$ cat src/lhss_pkg.sv
// ----------------------------------------------------------------------------
// lhss_pkg
// Shared widths, constants, codes and control types for the laser scan
// sequencer.
// ----------------------------------------------------------------------------
package lhss_pkg;

  // field widths
  localparam int SPACING_W = 12;
  localparam int TIMER_W   = 20;
  localparam int TICKS_W   = 16;
  localparam int DWELL_W   = 20;
  localparam int COUNT_W   = 4;
  localparam int SENSOR_W  = 10;
  localparam int NOTE_W    = 5;
  localparam int DIVCNT_W  = 4;   // counts the SPACING_W divide steps

  // sensors that may set a note bit
  localparam int SENSOR_COUNT = 5;

  // string spacing limits
  localparam logic [SPACING_W-1:0] SPACING_MAX   = 12'd4095;
  localparam logic [SPACING_W-1:0] SPACING_MIN   = 12'd10;
  localparam logic [SPACING_W-1:0] SPACING_RESET = 12'd150;

  // register reset values
  localparam logic [TICKS_W-1:0]  PULSE_RESET  = 16'd50;
  localparam logic [TICKS_W-1:0]  GAP_RESET    = 16'd50;
  localparam logic [DWELL_W-1:0]  DWELL_RESET  = 20'd4000;
  localparam logic [COUNT_W-1:0]  COUNT_RESET  = 4'd4;
  localparam logic [SENSOR_W-1:0] THRESH_RESET = 10'd100;

  // APB register map, byte addressed, register index from paddr[4:2]
  localparam int ADDR_W = 5;
  localparam int DATA_W = 32;

  typedef enum logic [2:0] {
    REG_PULSE  = 3'd0,
    REG_GAP    = 3'd1,
    REG_DWELL  = 3'd2,
    REG_COUNT  = 3'd3,
    REG_THRESH = 3'd4
  } reg_idx_t;

  // scan phase
  typedef enum logic [1:0] {
    PH_HIGH  = 2'd0,
    PH_LOW   = 2'd1,
    PH_DWELL = 2'd2
  } phase_t;

  // controller states
  typedef enum logic [1:0] {
    ST_IDLE   = 2'd0,
    ST_DIVIDE = 2'd1,
    ST_SCAN   = 2'd2,
    ST_DONE   = 2'd3
  } ctrl_state_t;

  // configuration bundle
  typedef struct packed {
    logic [TICKS_W-1:0]  pulse_ticks;
    logic [TICKS_W-1:0]  gap_ticks;
    logic [DWELL_W-1:0]  dwell_ticks;
    logic [COUNT_W-1:0]  string_count;
    logic [SENSOR_W-1:0] note_threshold;
  } cfg_t;

  // controller to datapath
  typedef struct packed {
    logic load;      // take the request, update spacing, start divide
    logic div_step;  // one restoring divide step
    logic scan;      // advance the sequencer, load the result register
  } cmd_t;

  // datapath to controller
  typedef struct packed {
    logic div_last;  // current divide step is the final one
  } stat_t;

endpackage

$ cat src/lhss_in_if.sv
// ----------------------------------------------------------------------------
// lhss_in_if
// Tick request channel: encoder levels and sensor samples.
// ----------------------------------------------------------------------------
interface lhss_in_if;
  logic                           valid;
  logic                           ready;
  logic                           enc_a;
  logic                           enc_b;
  logic [lhss_pkg::SENSOR_W-1:0]  sensor_one;
  logic [lhss_pkg::SENSOR_W-1:0]  sensor_two;
  logic [lhss_pkg::SENSOR_W-1:0]  sensor_three;
  logic [lhss_pkg::SENSOR_W-1:0]  sensor_four;
  logic [lhss_pkg::SENSOR_W-1:0]  sensor_five;

  modport source (
    output valid, enc_a, enc_b, sensor_one, sensor_two, sensor_three,
           sensor_four, sensor_five,
    input  ready
  );
  modport sink (
    input  valid, enc_a, enc_b, sensor_one, sensor_two, sensor_three,
           sensor_four, sensor_five,
    output ready
  );
endinterface

$ cat src/lhss_out_if.sv
// ----------------------------------------------------------------------------
// lhss_out_if
// Tick result channel: step, direction, laser, notes and spacing.
// ----------------------------------------------------------------------------
interface lhss_out_if;
  logic                           valid;
  logic                           ready;
  logic                           step_pulse;
  logic                           direction;
  logic                           laser_on;
  logic [lhss_pkg::NOTE_W-1:0]    note_bits;
  logic [lhss_pkg::SPACING_W-1:0] spacing_now;

  modport source (
    output valid, step_pulse, direction, laser_on, note_bits, spacing_now,
    input  ready
  );
  modport sink (
    input  valid, step_pulse, direction, laser_on, note_bits, spacing_now,
    output ready
  );
endinterface

$ cat src/lhss_cfg_regs.sv
// ----------------------------------------------------------------------------
// lhss_cfg_regs
// APB register file holding the scan timing, string count and threshold.
// ----------------------------------------------------------------------------
module lhss_cfg_regs (
  input  logic                          clk,
  input  logic                          rst,
  input  logic                          psel,
  input  logic                          penable,
  input  logic                          pwrite,
  input  logic [lhss_pkg::ADDR_W-1:0]   paddr,
  input  logic [lhss_pkg::DATA_W-1:0]   pwdata,
  output logic [lhss_pkg::DATA_W-1:0]   prdata,
  output logic                          pready,
  output lhss_pkg::cfg_t                cfg
);

  lhss_pkg::reg_idx_t reg_idx;
  logic               wr_en;

  assign pready  = 1'b1;
  assign reg_idx = lhss_pkg::reg_idx_t'(paddr[lhss_pkg::ADDR_W-1:2]);
  assign wr_en   = psel && penable && pwrite && pready;

  // register writes
  always_ff @(posedge clk) begin
    if (rst) begin
      cfg.pulse_ticks    <= lhss_pkg::PULSE_RESET;
      cfg.gap_ticks      <= lhss_pkg::GAP_RESET;
      cfg.dwell_ticks    <= lhss_pkg::DWELL_RESET;
      cfg.string_count   <= lhss_pkg::COUNT_RESET;
      cfg.note_threshold <= lhss_pkg::THRESH_RESET;
    end else if (wr_en) begin
      unique case (reg_idx)
        lhss_pkg::REG_PULSE:  cfg.pulse_ticks    <= pwdata[lhss_pkg::TICKS_W-1:0];
        lhss_pkg::REG_GAP:    cfg.gap_ticks      <= pwdata[lhss_pkg::TICKS_W-1:0];
        lhss_pkg::REG_DWELL:  cfg.dwell_ticks    <= pwdata[lhss_pkg::DWELL_W-1:0];
        lhss_pkg::REG_COUNT:  cfg.string_count   <= pwdata[lhss_pkg::COUNT_W-1:0];
        lhss_pkg::REG_THRESH: cfg.note_threshold <= pwdata[lhss_pkg::SENSOR_W-1:0];
        default: ;
      endcase
    end
  end

  // read mux
  always_comb begin
    prdata = '0;
    unique case (reg_idx)
      lhss_pkg::REG_PULSE:  prdata[lhss_pkg::TICKS_W-1:0]  = cfg.pulse_ticks;
      lhss_pkg::REG_GAP:    prdata[lhss_pkg::TICKS_W-1:0]  = cfg.gap_ticks;
      lhss_pkg::REG_DWELL:  prdata[lhss_pkg::DWELL_W-1:0]  = cfg.dwell_ticks;
      lhss_pkg::REG_COUNT:  prdata[lhss_pkg::COUNT_W-1:0]  = cfg.string_count;
      lhss_pkg::REG_THRESH: prdata[lhss_pkg::SENSOR_W-1:0] = cfg.note_threshold;
      default: prdata = '0;
    endcase
  end

endmodule

$ cat src/lhss_ctrl.sv
// ----------------------------------------------------------------------------
// lhss_ctrl
// Controller: takes a request, runs the spacing divide, advances the
// sequencer and holds the result until it is taken.
// ----------------------------------------------------------------------------
module lhss_ctrl (
  input  logic            clk,
  input  logic            rst,
  input  logic            in_valid,
  output logic            in_ready,
  output logic            out_valid,
  input  logic            out_ready,
  input  lhss_pkg::stat_t stat,
  output lhss_pkg::cmd_t  cmd
);

  lhss_pkg::ctrl_state_t state;
  lhss_pkg::ctrl_state_t state_next;

  // state register
  always_ff @(posedge clk) begin
    if (rst) begin
      state <= lhss_pkg::ST_IDLE;
    end else begin
      state <= state_next;
    end
  end

  // next state
  always_comb begin
    state_next = state;
    unique case (state)
      lhss_pkg::ST_IDLE:   if (in_valid) state_next = lhss_pkg::ST_DIVIDE;
      lhss_pkg::ST_DIVIDE: if (stat.div_last) state_next = lhss_pkg::ST_SCAN;
      lhss_pkg::ST_SCAN:   state_next = lhss_pkg::ST_DONE;
      lhss_pkg::ST_DONE:   if (out_ready) state_next = lhss_pkg::ST_IDLE;
      default:             state_next = lhss_pkg::ST_IDLE;
    endcase
  end

  // outputs; no request is taken while reset is held
  always_comb begin
    in_ready     = 1'b0;
    out_valid    = 1'b0;
    cmd.load     = 1'b0;
    cmd.div_step = 1'b0;
    cmd.scan     = 1'b0;
    unique case (state)
      lhss_pkg::ST_IDLE: begin
        in_ready = !rst;
        cmd.load = in_valid && !rst;
      end
      lhss_pkg::ST_DIVIDE: cmd.div_step = 1'b1;
      lhss_pkg::ST_SCAN:   cmd.scan = 1'b1;
      lhss_pkg::ST_DONE:   out_valid = 1'b1;
      default: ;
    endcase
  end

endmodule

$ cat src/lhss_datapath.sv
// ----------------------------------------------------------------------------
// lhss_datapath
// Encoder spacing update, serial spacing/string_count divider, scan
// sequencer state and the result register.
// ----------------------------------------------------------------------------
module lhss_datapath (
  input  logic                             clk,
  input  logic                             rst,
  input  lhss_pkg::cmd_t                   cmd,
  output lhss_pkg::stat_t                  stat,
  input  lhss_pkg::cfg_t                   cfg,
  input  logic                             enc_a,
  input  logic                             enc_b,
  input  logic [lhss_pkg::SENSOR_W-1:0]    sensor_one,
  input  logic [lhss_pkg::SENSOR_W-1:0]    sensor_two,
  input  logic [lhss_pkg::SENSOR_W-1:0]    sensor_three,
  input  logic [lhss_pkg::SENSOR_W-1:0]    sensor_four,
  input  logic [lhss_pkg::SENSOR_W-1:0]    sensor_five,
  output logic                             step_pulse,
  output logic                             direction,
  output logic                             laser_on,
  output logic [lhss_pkg::NOTE_W-1:0]      note_bits,
  output logic [lhss_pkg::SPACING_W-1:0]   spacing_now
);

  localparam int SW = lhss_pkg::SPACING_W;
  localparam int CW = lhss_pkg::COUNT_W;
  localparam int TW = lhss_pkg::TIMER_W;
  localparam logic [lhss_pkg::DIVCNT_W-1:0] DIV_LAST = lhss_pkg::DIVCNT_W'(SW - 1);

  // spacing and encoder history
  logic [SW-1:0] spacing;
  logic [SW-1:0] spacing_next;
  logic          a_prev;

  // divider
  logic [SW-1:0]                     quot;
  logic [CW-1:0]                     rem;
  logic [lhss_pkg::DIVCNT_W-1:0]     div_cnt;
  logic [CW:0]                       trial;
  logic                              trial_ge;
  logic [CW-1:0]                     count_eff;

  // sampled sensors
  logic [lhss_pkg::SENSOR_W-1:0] sens [lhss_pkg::NOTE_W];
  logic [lhss_pkg::NOTE_W-1:0]   hits;

  // sequencer state
  lhss_pkg::phase_t  phase;
  lhss_pkg::phase_t  phase_next;
  logic [TW-1:0]     timer;
  logic [TW-1:0]     timer_next;
  logic [TW-1:0]     timer_inc;
  logic [SW-1:0]     step_idx;
  logic [SW-1:0]     step_idx_next;
  logic [CW-1:0]     str_idx;
  logic [CW-1:0]     str_idx_next;
  logic [CW-1:0]     str_idx_inc;
  logic              fwd;
  logic              fwd_next;
  logic [lhss_pkg::NOTE_W-1:0] notes;
  logic [lhss_pkg::NOTE_W-1:0] notes_next;
  logic              step_out;
  logic              laser;
  logic [TW-1:0]     limit;

  assign count_eff = (cfg.string_count == '0) ? CW'(1) : cfg.string_count;

  // encoder: rising edge of A moves the spacing, B picks the direction
  always_comb begin
    spacing_next = spacing;
    if (enc_a && !a_prev) begin
      if (!enc_b) begin
        if (spacing < lhss_pkg::SPACING_MAX) spacing_next = spacing + SW'(1);
      end else begin
        if (spacing > lhss_pkg::SPACING_MIN) spacing_next = spacing - SW'(1);
        else                                 spacing_next = lhss_pkg::SPACING_MIN;
      end
    end
  end

  always_ff @(posedge clk) begin
    if (rst) begin
      spacing <= lhss_pkg::SPACING_RESET;
      a_prev  <= 1'b1;
    end else if (cmd.load) begin
      spacing <= spacing_next;
      a_prev  <= enc_a;
    end
  end

  // sensor capture with the request
  always_ff @(posedge clk) begin
    if (cmd.load) begin
      sens[0] <= sensor_one;
      sens[1] <= sensor_two;
      sens[2] <= sensor_three;
      sens[3] <= sensor_four;
      sens[4] <= sensor_five;
    end
  end

  // restoring divider, one quotient bit per cycle, MSB first
  assign trial    = {rem, quot[SW-1]};
  assign trial_ge = trial >= {1'b0, count_eff};
  assign stat.div_last = (div_cnt == DIV_LAST);

  always_ff @(posedge clk) begin
    if (cmd.load) begin
      quot    <= spacing_next;
      rem     <= '0;
      div_cnt <= '0;
    end else if (cmd.div_step) begin
      rem     <= trial_ge ? CW'(trial - {1'b0, count_eff}) : trial[CW-1:0];
      quot    <= {quot[SW-2:0], trial_ge};
      div_cnt <= div_cnt + lhss_pkg::DIVCNT_W'(1);
    end
  end

  // note compare against threshold
  always_comb begin
    for (int i = 0; i < lhss_pkg::NOTE_W; i++) begin
      hits[i] = (i < lhss_pkg::SENSOR_COUNT) && (sens[i] > cfg.note_threshold);
    end
  end

  // one sequencer tick
  always_comb begin
    phase_next    = phase;
    timer_next    = timer;
    step_idx_next = step_idx;
    str_idx_next  = str_idx;
    fwd_next      = fwd;
    notes_next    = notes;
    step_out      = 1'b0;
    laser         = 1'b0;
    limit         = TW'(1);
    timer_inc     = timer + TW'(1);
    str_idx_inc   = str_idx + CW'(1);

    // step count reached (or zero): go to dwell on this tick
    if (phase == lhss_pkg::PH_HIGH && timer == '0 && step_idx >= quot) begin
      phase_next = lhss_pkg::PH_DWELL;
    end

    case (phase_next)
      lhss_pkg::PH_LOW: begin
        limit = (cfg.gap_ticks == '0) ? TW'(1) : TW'(cfg.gap_ticks);
        timer_next = timer_inc;
        if (timer_inc >= limit) begin
          timer_next    = '0;
          step_idx_next = step_idx + SW'(1);
          phase_next    = lhss_pkg::PH_HIGH;
        end
      end
      lhss_pkg::PH_DWELL: begin
        laser = 1'b1;
        if (timer == '0 && fwd) notes_next = hits;
        limit = (cfg.dwell_ticks == '0) ? TW'(1) : cfg.dwell_ticks;
        timer_next = timer_inc;
        if (timer_inc >= limit) begin
          timer_next    = '0;
          step_idx_next = '0;
          phase_next    = lhss_pkg::PH_HIGH;
          str_idx_next  = str_idx_inc;
          if (str_idx_inc >= count_eff) begin
            str_idx_next = '0;
            fwd_next     = !fwd;
          end
        end
      end
      default: begin
        // step high
        step_out = 1'b1;
        limit = (cfg.pulse_ticks == '0) ? TW'(1) : TW'(cfg.pulse_ticks);
        timer_next = timer_inc;
        if (timer_inc >= limit) begin
          timer_next = '0;
          phase_next = lhss_pkg::PH_LOW;
        end
      end
    endcase
  end

  // sequencer state
  always_ff @(posedge clk) begin
    if (rst) begin
      phase    <= lhss_pkg::PH_HIGH;
      timer    <= '0;
      step_idx <= '0;
      str_idx  <= '0;
      fwd      <= 1'b1;
      notes    <= '0;
    end else if (cmd.scan) begin
      phase    <= phase_next;
      timer    <= timer_next;
      step_idx <= step_idx_next;
      str_idx  <= str_idx_next;
      fwd      <= fwd_next;
      notes    <= notes_next;
    end
  end

  // result register
  always_ff @(posedge clk) begin
    if (cmd.scan) begin
      step_pulse  <= step_out;
      direction   <= fwd_next;
      laser_on    <= laser;
      note_bits   <= notes_next;
      spacing_now <= spacing;
    end
  end

endmodule

$ cat src/laser_harp_scan_sequencer_core.sv
// ----------------------------------------------------------------------------
// laser_harp_scan_sequencer_core
// Tick-driven scan controller for a stepper-swept laser: encoder spacing
// adjust, step pulse / dwell sequencing and note latching.
// ----------------------------------------------------------------------------
//  channel  | dir | handshake          | payload
//  ---------+-----+--------------------+-------------------------------------
//  sample   | in  | valid/ready        | enc_a, enc_b, sensor_one..five
//  result   | out | valid/ready        | step_pulse, direction, laser_on,
//           |     |                    | note_bits, spacing_now
//  apb      | in  | psel/penable       | paddr, pwdata, prdata, pready
//
//  One tick request passes in order through accept, the bit-serial
//  spacing/string_count divider, the sequencer update and the result
//  register; the result is then valid and holds while result.ready is
//  low. A new request is taken the cycle after the previous result is
//  taken. Synchronous active-high reset; no clearing pass, ready as soon
//  as reset is released.
// ----------------------------------------------------------------------------
module laser_harp_scan_sequencer_core (
  input  logic                          clk,
  input  logic                          rst,
  lhss_in_if.sink                       sample,
  lhss_out_if.source                    result,
  input  logic                          psel,
  input  logic                          penable,
  input  logic                          pwrite,
  input  logic [lhss_pkg::ADDR_W-1:0]   paddr,
  input  logic [lhss_pkg::DATA_W-1:0]   pwdata,
  output logic [lhss_pkg::DATA_W-1:0]   prdata,
  output logic                          pready
);

  lhss_pkg::cfg_t  cfg;
  lhss_pkg::cmd_t  cmd;
  lhss_pkg::stat_t stat;

  lhss_cfg_regs u_cfg (
    .clk     (clk),
    .rst     (rst),
    .psel    (psel),
    .penable (penable),
    .pwrite  (pwrite),
    .paddr   (paddr),
    .pwdata  (pwdata),
    .prdata  (prdata),
    .pready  (pready),
    .cfg     (cfg)
  );

  lhss_ctrl u_ctrl (
    .clk       (clk),
    .rst       (rst),
    .in_valid  (sample.valid),
    .in_ready  (sample.ready),
    .out_valid (result.valid),
    .out_ready (result.ready),
    .stat      (stat),
    .cmd       (cmd)
  );

  lhss_datapath u_dp (
    .clk          (clk),
    .rst          (rst),
    .cmd          (cmd),
    .stat         (stat),
    .cfg          (cfg),
    .enc_a        (sample.enc_a),
    .enc_b        (sample.enc_b),
    .sensor_one   (sample.sensor_one),
    .sensor_two   (sample.sensor_two),
    .sensor_three (sample.sensor_three),
    .sensor_four  (sample.sensor_four),
    .sensor_five  (sample.sensor_five),
    .step_pulse   (result.step_pulse),
    .direction    (result.direction),
    .laser_on     (result.laser_on),
    .note_bits    (result.note_bits),
    .spacing_now  (result.spacing_now)
  );

endmodule

$ cat src/flat_wrapper.sv
// flat-port wrapper written by rule: the top's interface ports become plain ports
module laser_harp_scan_sequencer_core_flat 
  (clk, rst, psel, penable, pwrite, paddr, pwdata, prdata, pready, sample_valid, sample_enc_a, sample_enc_b, sample_sensor_one, sample_sensor_two, sample_sensor_three, sample_sensor_four, sample_sensor_five, sample_ready, result_valid, result_step_pulse, result_direction, result_laser_on, result_note_bits, result_spacing_now, result_ready);
  lhss_in_if sample_i ();
  lhss_out_if result_i ();
  input  logic clk;
  input  logic rst;
  input  logic psel;
  input  logic penable;
  input  logic pwrite;
  input  logic [lhss_pkg::ADDR_W-1:0] paddr;
  input  logic [lhss_pkg::DATA_W-1:0] pwdata;
  output logic [lhss_pkg::DATA_W-1:0] prdata;
  output logic pready;
  input wire logic [$bits(sample_i.valid)-1:0] sample_valid;
  input wire logic [$bits(sample_i.enc_a)-1:0] sample_enc_a;
  input wire logic [$bits(sample_i.enc_b)-1:0] sample_enc_b;
  input wire logic [$bits(sample_i.sensor_one)-1:0] sample_sensor_one;
  input wire logic [$bits(sample_i.sensor_two)-1:0] sample_sensor_two;
  input wire logic [$bits(sample_i.sensor_three)-1:0] sample_sensor_three;
  input wire logic [$bits(sample_i.sensor_four)-1:0] sample_sensor_four;
  input wire logic [$bits(sample_i.sensor_five)-1:0] sample_sensor_five;
  output wire logic [$bits(sample_i.ready)-1:0] sample_ready;
  output wire logic [$bits(result_i.valid)-1:0] result_valid;
  output wire logic [$bits(result_i.step_pulse)-1:0] result_step_pulse;
  output wire logic [$bits(result_i.direction)-1:0] result_direction;
  output wire logic [$bits(result_i.laser_on)-1:0] result_laser_on;
  output wire logic [$bits(result_i.note_bits)-1:0] result_note_bits;
  output wire logic [$bits(result_i.spacing_now)-1:0] result_spacing_now;
  input wire logic [$bits(result_i.ready)-1:0] result_ready;
  assign sample_i.valid = sample_valid;
  assign sample_i.enc_a = sample_enc_a;
  assign sample_i.enc_b = sample_enc_b;
  assign sample_i.sensor_one = sample_sensor_one;
  assign sample_i.sensor_two = sample_sensor_two;
  assign sample_i.sensor_three = sample_sensor_three;
  assign sample_i.sensor_four = sample_sensor_four;
  assign sample_i.sensor_five = sample_sensor_five;
  assign sample_ready = sample_i.ready;
  assign result_valid = result_i.valid;
  assign result_step_pulse = result_i.step_pulse;
  assign result_direction = result_i.direction;
  assign result_laser_on = result_i.laser_on;
  assign result_note_bits = result_i.note_bits;
  assign result_spacing_now = result_i.spacing_now;
  assign result_i.ready = result_ready;
  laser_harp_scan_sequencer_core u_core (.clk(clk), .rst(rst), .sample(sample_i), .result(result_i), .psel(psel), .penable(penable), .pwrite(pwrite), .paddr(paddr), .pwdata(pwdata), .prdata(prdata), .pready(pready));
endmodule
$ cat config.mk
export PLATFORM = sky130hd
export DESIGN_NAME = laser_harp_scan_sequencer_core_flat
export DESIGN_NICKNAME = d
export VERILOG_FILES = /design/src/lhss_pkg.sv /design/src/lhss_in_if.sv /design/src/lhss_out_if.sv /design/src/lhss_cfg_regs.sv /design/src/lhss_ctrl.sv /design/src/lhss_datapath.sv /design/src/laser_harp_scan_sequencer_core.sv /design/src/flat_wrapper.sv
export SDC_FILE = /design/constraint.sdc
export NUM_CORES = 1
export LEC_CHECK = 0
export ABC_AREA = 1
export CORE_MARGIN = 1
export CORE_UTILIZATION = 45
export CTS_CLUSTER_DIAMETER = 60
export DETAILED_ROUTE_END_ITERATION = 8
export DONT_BUFFER_PORTS = 1
export GPL_TIMING_DRIVEN = 0
export PLACE_DENSITY = 0.61
export RECOVER_POWER = 50
export SYNTH_ARGS = -nofsm -noshare
export SYNTH_HDL_FRONTEND = slang
export SYNTH_SLANG_ARGS = --single-unit
$ cat constraint.sdc
create_clock -name clk -period 8 [get_ports clk]
set_input_delay 2.4 -clock clk [delete_from_list [all_inputs] [get_ports clk]]
set_output_delay 2.4 -clock clk [all_outputs]
set_load 0.03 [all_outputs]
==> summary.txt, run 1 <==
Route
  • Drt pass-1 iters: 7
  • Number of remaining DRC errors: 0
  • Vias per inst: 5.47
  • Initial detailed-routing violation count: 754
  • Final ANT Viol Nets: 0
  • Routed WL: 33000 µm
  • Vias: 10509
  • Wire length per cell: 17.2 µm

Clock network
  • Maximum clock path buffer count: 3
  • Clk root buf: clkbuf_16
  • Clock slew at reported path FFs: 60 ps
  • Post-cts sizing count: 0
  • Postcts setup bufs: 0
  • H-tree levels: 1
  • CTS buffer count: 28
  • Clk_lat worst skew: 560 ps
  • Post-CTS Hold Buffers: 0
  • Clock sinks: 215
  • CTS tree: yes

Placement
  • Pre-CTS setup slack: 774 ps
  • Routability Congestion: 0.942
  • I/O Buffers: 0
  • Post-DP Area: 12900 µm²
  • Final HPWL DP: 25200 µm
  • Placed cells: 1869

Floorplanning
  • Die area: 28300 µm²
  • Die height: 168 µm
  • # IOs: 151
  • Die W: 168 µm
  • Core Footprint: 27000 µm²
  • Cell row count: 60
  • Initial Util: 46.0%

STA
  • Fin crit share: 90.2%
  • Hold Vio Cnt, Final: 0
  • Max-slew violations: 0
  • Slew HR: 5.32%
  • Setup TNS: 0 ps
  • Fin Clk Skew: 9.06 ps
  • Max Fclk: 0.139 GHz
  • Final Critical Period: 7220 ps
  • Finish-stage setup viols: 0
  • Post-route setup slack: 781 ps
  • Worst slew pin tran: 1410 ps
  • RSZ-0062 raised after global routing: no

Power and ir drop
  • PwrDens: 239 nW/µm²
  • Cell Int Power: 2.29 mW
  • Comb pwr share: 18.3%
  • Flop pwr share: 42.4%
  • Sw power: 1.03 mW
  • Sw Share: 31.0%
  • Total Power: 3.32 mW
  • Leak Pwr: 5.76 nW
  • Worst vdd ir: 172 µV
  • Clock share of power: 39.4%

Global routing
  • Vias in the first global route: 9821
  • Gr usage total: 23.2%
  • Grt ovf: 0
  • First-pass GRT wire length: 52000 µm
  • Largest net degree at the start of global routing: 34
  • Initial antenna violation count: 0

Logic synthesis
  • Commonest cells in the netlist: 236 x nand2_1, 208 x inv_1, 166 x a21oi_1, 137 x ha_1, 133 x dfxtp_1
  • Synth area leaders: dfxtp_1 21%, edfxtp_1 20%, ha_1 14%
  • Asr flop ratio synth: 0%
  • Synth Area in Compound Gates: 17.0%
  • Post-Synthesis Cells: 1516
  • Post-synth EDFFs: 82
  • Top-count cell post-synth: nand2_1
  • Yosys synthesis warning count: 0
  • Synth Area per Inst: 8.21 µm²
  • Leading area contributor after synthesis: dfxtp_1
  • Post-synthesis sequential area ratio: 41.2%
  • Synth Area in Simple Gates: 17.0%
  • Yosys reg bits: 215
  • Synthesized area: 12400 µm²
  • Synth unique cells: 49
  • Adder-Cell Fraction of Synth Area: 13.9%
  • Predominant post-synthesis flop cell: dfxtp_1
  • Mux share of post-synthesis cell area: 0%
  • Yosys top cell area share: 21.4%
  • XOR/XNOR Fraction of Synth Area: 2.11%
  • Main combinational cell family by area after synthesis: compound AO/OA/AOI/OAI gates

Cells and area
  • Ant. Diodes: 0
  • Finished Layout Cells: 1921
  • Area Overhead vs Synth: 11.8%
  • Post-route cell area: 13900 µm²
  • Fill count: 2592
  • # nets final: 1792
  • Share of layout cells above drive strength 1: 5.00%

Critical path
  • CP max stage delay: 1050 ps
  • CP max-delay cell: o21ai_0
  • Arrival time worst endpoint: 4820 ps
  • WP data required: 5600 ps
  • Critical-path cell list: nor3_2 -> clkinv_1 -> clkbuf_1 -> o21ai_0
  • CP Buf/Inv Count: 2
  • Crit Path Max Fanout: 10
  • Kind of critical path: in2out
  • Delay-heaviest family, CP: compound AO/OA/AOI/OAI gates
  • CP Launch Type: primary input
  • Crit. End Element: primary output

Run status
  • Status: finished, final reports clean

Job
  • Max-capacitance violation count: 0

Min path
  • Worst hold path class: reg2reg
[flip-flops by register name (all words and copies together) (netlist names), 5 cells and up]
signal,flops
u_core.u_dp.spacing_now,12
u_core.u_dp.spacing,12
u_core.u_dp.notes,5
u_core.u_dp.quot,12
u_core.u_dp.note_bits,5
u_core.u_cfg.cfg,66
u_core.u_dp.step_idx,12
u_core.u_dp.timer,20
u_core.u_dp.sens,50
[stage by stage]
stage               hold slack [ps]  util, %
floorplan                       406        -
global placement                412     47.8
detailed placement              419     47.9
CTS                             433     51.5
global route                    442     51.5
finish                          428     51.5
[area by class of cell]
type / instances / area (µm²) / area share, %
Timing Repair Buffer: 1 / 20.0 / 0.144
Buffer: 59 / 289 / 2.08
Clock inverter: 18 / 241 / 1.74
Multi-Input combinational cell: 1041 / 6270 / 45.1
Inverter: 212 / 796 / 5.72
Tap cell: 341 / 427 / 3.07
Sequential cell: 215 / 5120 / 36.9
Clock buffer: 34 / 743 / 5.34
[routing by layer]
| metal | up-vias | global-route usage, % | wire (µm) |
|---|---|---|---|
| met4 | 0 | 6.96 | 739 |
| met3 | 55 | 4.96 | 2380 |
| met1 | 4856 | 31.1 | 14900 |
| met2 | 330 | 37.4 | 14900 |
| li1 | 5268 | - | - |
| met5 | - | 0 | 0 |
[cell families after synthesis]
group | Yosys count
and+or+nand+nor | 481
DFF | 215
buffers and inverters | 271
AOI/OAI and AO/OA | 379
other | 2
adders and majority gates | 138
xor gates and xnor gates | 30
[layout by cell type, fill, tap and decap left out, types with 24 or more instances in the layout]
master	synthesis	final
nand2_1	236	236
inv_1	208	208
a21oi_1	166	166
ha_1	137	137
dfxtp_1	133	133
o21ai_0	128	128
nor2_1	94	95
edfxtp_1	82	82
nand3_1	74	75
clkbuf_1	39	43
clkbuf_16	0	28
o211ai_1	27	27
nand4_1	26	26
xor2_1	24	24
[worst register-to-register path, stage by stage (launching register included)]
cell      delay (ps)
edfxtp_1         350
inv_1             90
ha_1             310
nand2_1           70
nor2_1           190
nand3_1          100
nand4_1          140
a21o_1           180
ha_1             380
inv_1            100
nor3_1          1110
inv_1            230
nand2_1          130
nand2_1           90
o21ai_0          160
inv_1             60
[worst paths after layout]
| path | to | cells after the start | slack (ps) | startpoint |
|---|---|---|---|---|
| worst max-delay path | prdata[3] | 4 | 780 | paddr[2] |
| worst min-delay path | u_core.u_dp.spacing_now[2]$_DFFE_PP_ | 0 | 430 | u_core.u_dp.spacing[2]$_SDFFE_PP1P_ |
| worst max register to register | u_core.u_dp.notes[2]$_SDFFE_PP0P_ | 15 | 4230 | u_core.u_dp.quot[11]$_DFFE_PP_ |
| worst min register to register | u_core.u_dp.spacing_now[2]$_DFFE_PP_ | 0 | 430 | u_core.u_dp.spacing[2]$_SDFFE_PP1P_ |
[power groups by stage]
| stage | combinational [mW] | clock, mW | sequential (mW) |
|---|---|---|---|
| 6_report | 0.607 | 1.31 | 1.41 |
| 5_1_grt | 0.696 | 1.38 | 1.42 |
| 4_1_cts | 0.611 | 1.33 | 1.41 |
| 3_5_place_dp | 0.606 | 0 | 1.43 |
| 3_3_place_gp | 0.586 | 0 | 1.43 |
| 2_1_floorplan | 0.454 | 0 | 1.41 |
No activity file was read; power rests on OpenSTA's default activity.
==> run 2: changes to the inputs <==
Settings changed: CTS_BUF_LIST set to sky130_fd_sc_hd__clkbuf_4 sky130_fd_sc_hd__clkbuf_8 sky130_fd_sc_hd__clkbuf_16.
==> summary.txt, run 2 (synthesized netlist as in run 1, its figures left out) <==
Critical path
  • Crit Path Max Fanout: 10
  • Arrival time worst endpoint: 4810 ps
  • CP Launch Type: primary input
  • Reg2reg path depth: 15
  • WP data required: 5600 ps
  • Reg2Reg Setup Slack: 4160 ps
  • Kind of critical path: in2out
  • Reg2reg start: u_core.u_dp.quot[11]$_DFFE_PP_
  • Crit. End Element: primary output
  • Worst reg2reg path endpoint: u_core.u_dp.notes[2]$_SDFFE_PP0P_
  • Setup crit start: paddr[2]
  • End of the critical path: prdata[3]

Floorplanning
  • Initial Util: 46.0%
  • Cell row count: 60
  • Die W: 168 µm
  • Die height: 168 µm
  • Core Footprint: 27000 µm²
  • Die area: 28300 µm²
  • # IOs: 151

Route
  • Wire length per cell: 17.2 µm
  • Number of remaining DRC errors: 0
  • Vias: 10548
  • Initial detailed-routing violation count: 716
  • Routed WL: 33000 µm
  • Drt pass-1 iters: 6
  • Final ANT Viol Nets: 0
  • Vias per inst: 5.49

Power and ir drop
  • Leak Pwr: 5.78 nW
  • PwrDens: 240 nW/µm²
  • Worst vdd ir: 172 µV

Clock network
  • Postcts setup bufs: 0
  • Post-cts sizing count: 0
  • H-tree levels: 1
  • Clk root buf: clkbuf_16
  • Maximum clock path buffer count: 3
  • Clk_lat worst skew: 560 ps
  • Post-CTS Hold Buffers: 0
  • CTS tree: yes
  • Clock sinks: 215
  • CTS buffer count: 28
  • Clock slew at reported path FFs: 60 ps

STA
  • Setup TNS: 0 ps
  • Finish-stage setup viols: 0
  • Hold Vio Cnt, Final: 0
  • Fin Clk Skew: 11.4 ps
  • Max-slew violations: 1
  • Fin crit share: 90.2%
  • RSZ-0062 raised after global routing: no
  • Slew HR: -0.605%
  • Max Fclk: 0.139 GHz
  • Post-route setup slack: 786 ps
  • Final Critical Period: 7210 ps
  • Worst slew pin tran: 1500 ps

Run status
  • Failing checks: capacitance limit, slew limit
  • Status: complete, but fails checks

Cells and area
  • Most frequent cells in the layout: 236 x nand2_1, 208 x inv_1, 166 x a21oi_1
  • Biggest register: u_core.u_cfg.cfg
  • Ant. Diodes: 0
  • Share of layout cells above drive strength 1: 5.25%
  • Most common cell after layout, fill and taps aside: nand2_1
  • Largest regs: u_core.u_cfg.cfg (66), u_core.u_dp.sens (50), u_core.u_dp.timer (20)
  • Area Overhead vs Synth: 11.9%
  • Largest register FFs: 66
  • # nets final: 1792

Global routing
  • Gr usage total: 23.2%
  • Vias in the first global route: 9832
  • Initial antenna violation count: 0
  • First-pass GRT wire length: 51900 µm
  • Largest net degree at the start of global routing: 34
  • Grt ovf: 0

Placement
  • I/O Buffers: 0
  • Final HPWL DP: 25200 µm
  • Routability Congestion: 0.942
  • Pre-CTS setup slack: 774 ps

Min path
  • Worst hold path class: reg2reg

Job
  • Max-capacitance violation count: 1
run 2: cell type report:
type	count	area, µm²
Multi-Input combinational cell	1041	6270
Clock inverter	18	241
Fill cell	2591	13100
Tap cell	341	427
Timing Repair Buffer	1	20.0
Clock buffer	34	758
Inverter	212	796
Sequential cell	215	5120
Buffer	59	289
run 2: how the worst min path moves through the flow:
stage,start,end,slack [ps],depth (start not counted)
6_report,u_core.u_dp.spacing[2]$_SDFFE_PP1P_,u_core.u_dp.spacing_now[2]$_DFFE_PP_,430,0
5_1_grt,u_core.u_dp.spacing[8]$_SDFFE_PP0P_,u_core.u_dp.spacing_now[8]$_DFFE_PP_,440,0
4_1_cts,u_core.u_dp.spacing[2]$_SDFFE_PP1P_,u_core.u_dp.spacing_now[2]$_DFFE_PP_,430,0
3_5_place_dp,u_core.u_dp.spacing[2]$_SDFFE_PP1P_,u_core.u_dp.spacing_now[2]$_DFFE_PP_,420,0
3_3_place_gp,u_core.u_dp.spacing[2]$_SDFFE_PP1P_,u_core.u_dp.spacing_now[2]$_DFFE_PP_,410,0
2_1_floorplan,u_core.u_dp.spacing[2]$_SDFFE_PP1P_,u_core.u_dp.spacing_now[2]$_DFFE_PP_,410,0
run 2: critical path: stages:
cell and delay [ps]:
nor3_2 510, clkinv_1 440, clkbuf_1 400, o21ai_0 1060
run 2: metrics by stage:
stage               cells  util [%]  hold WS [ps]  total power, mW  area, µm²
floorplan            1527         -           406             1.86      12500
global placement     1868      47.8           412             2.02      12900
detailed placement   1869      47.9           419             2.04      12900
CTS                  1921      51.6           433             3.36      13900
global route         1921      51.5           441             3.51      13900
finish               1921      51.5           430             3.34      13900
run 2: power by group:
group	internal, mW	switching, mW	leakage, nW
clock	0.813	0.511	0.484
combinational	0.188	0.419	3.46
sequential	1.30	0.103	1.84
total	2.31	1.03	5.78
run 2: metal layers:
metal / global-route usage [%] / wire (µm) / vias up
met4: 6.96 / 735 / 0
met5: 0 / 0 / -
met3: 4.96 / 2530 / 53
li1: - / - / 5275
met2: 37.4 / 15000 / 349
met1: 31.0 / 14800 / 4871
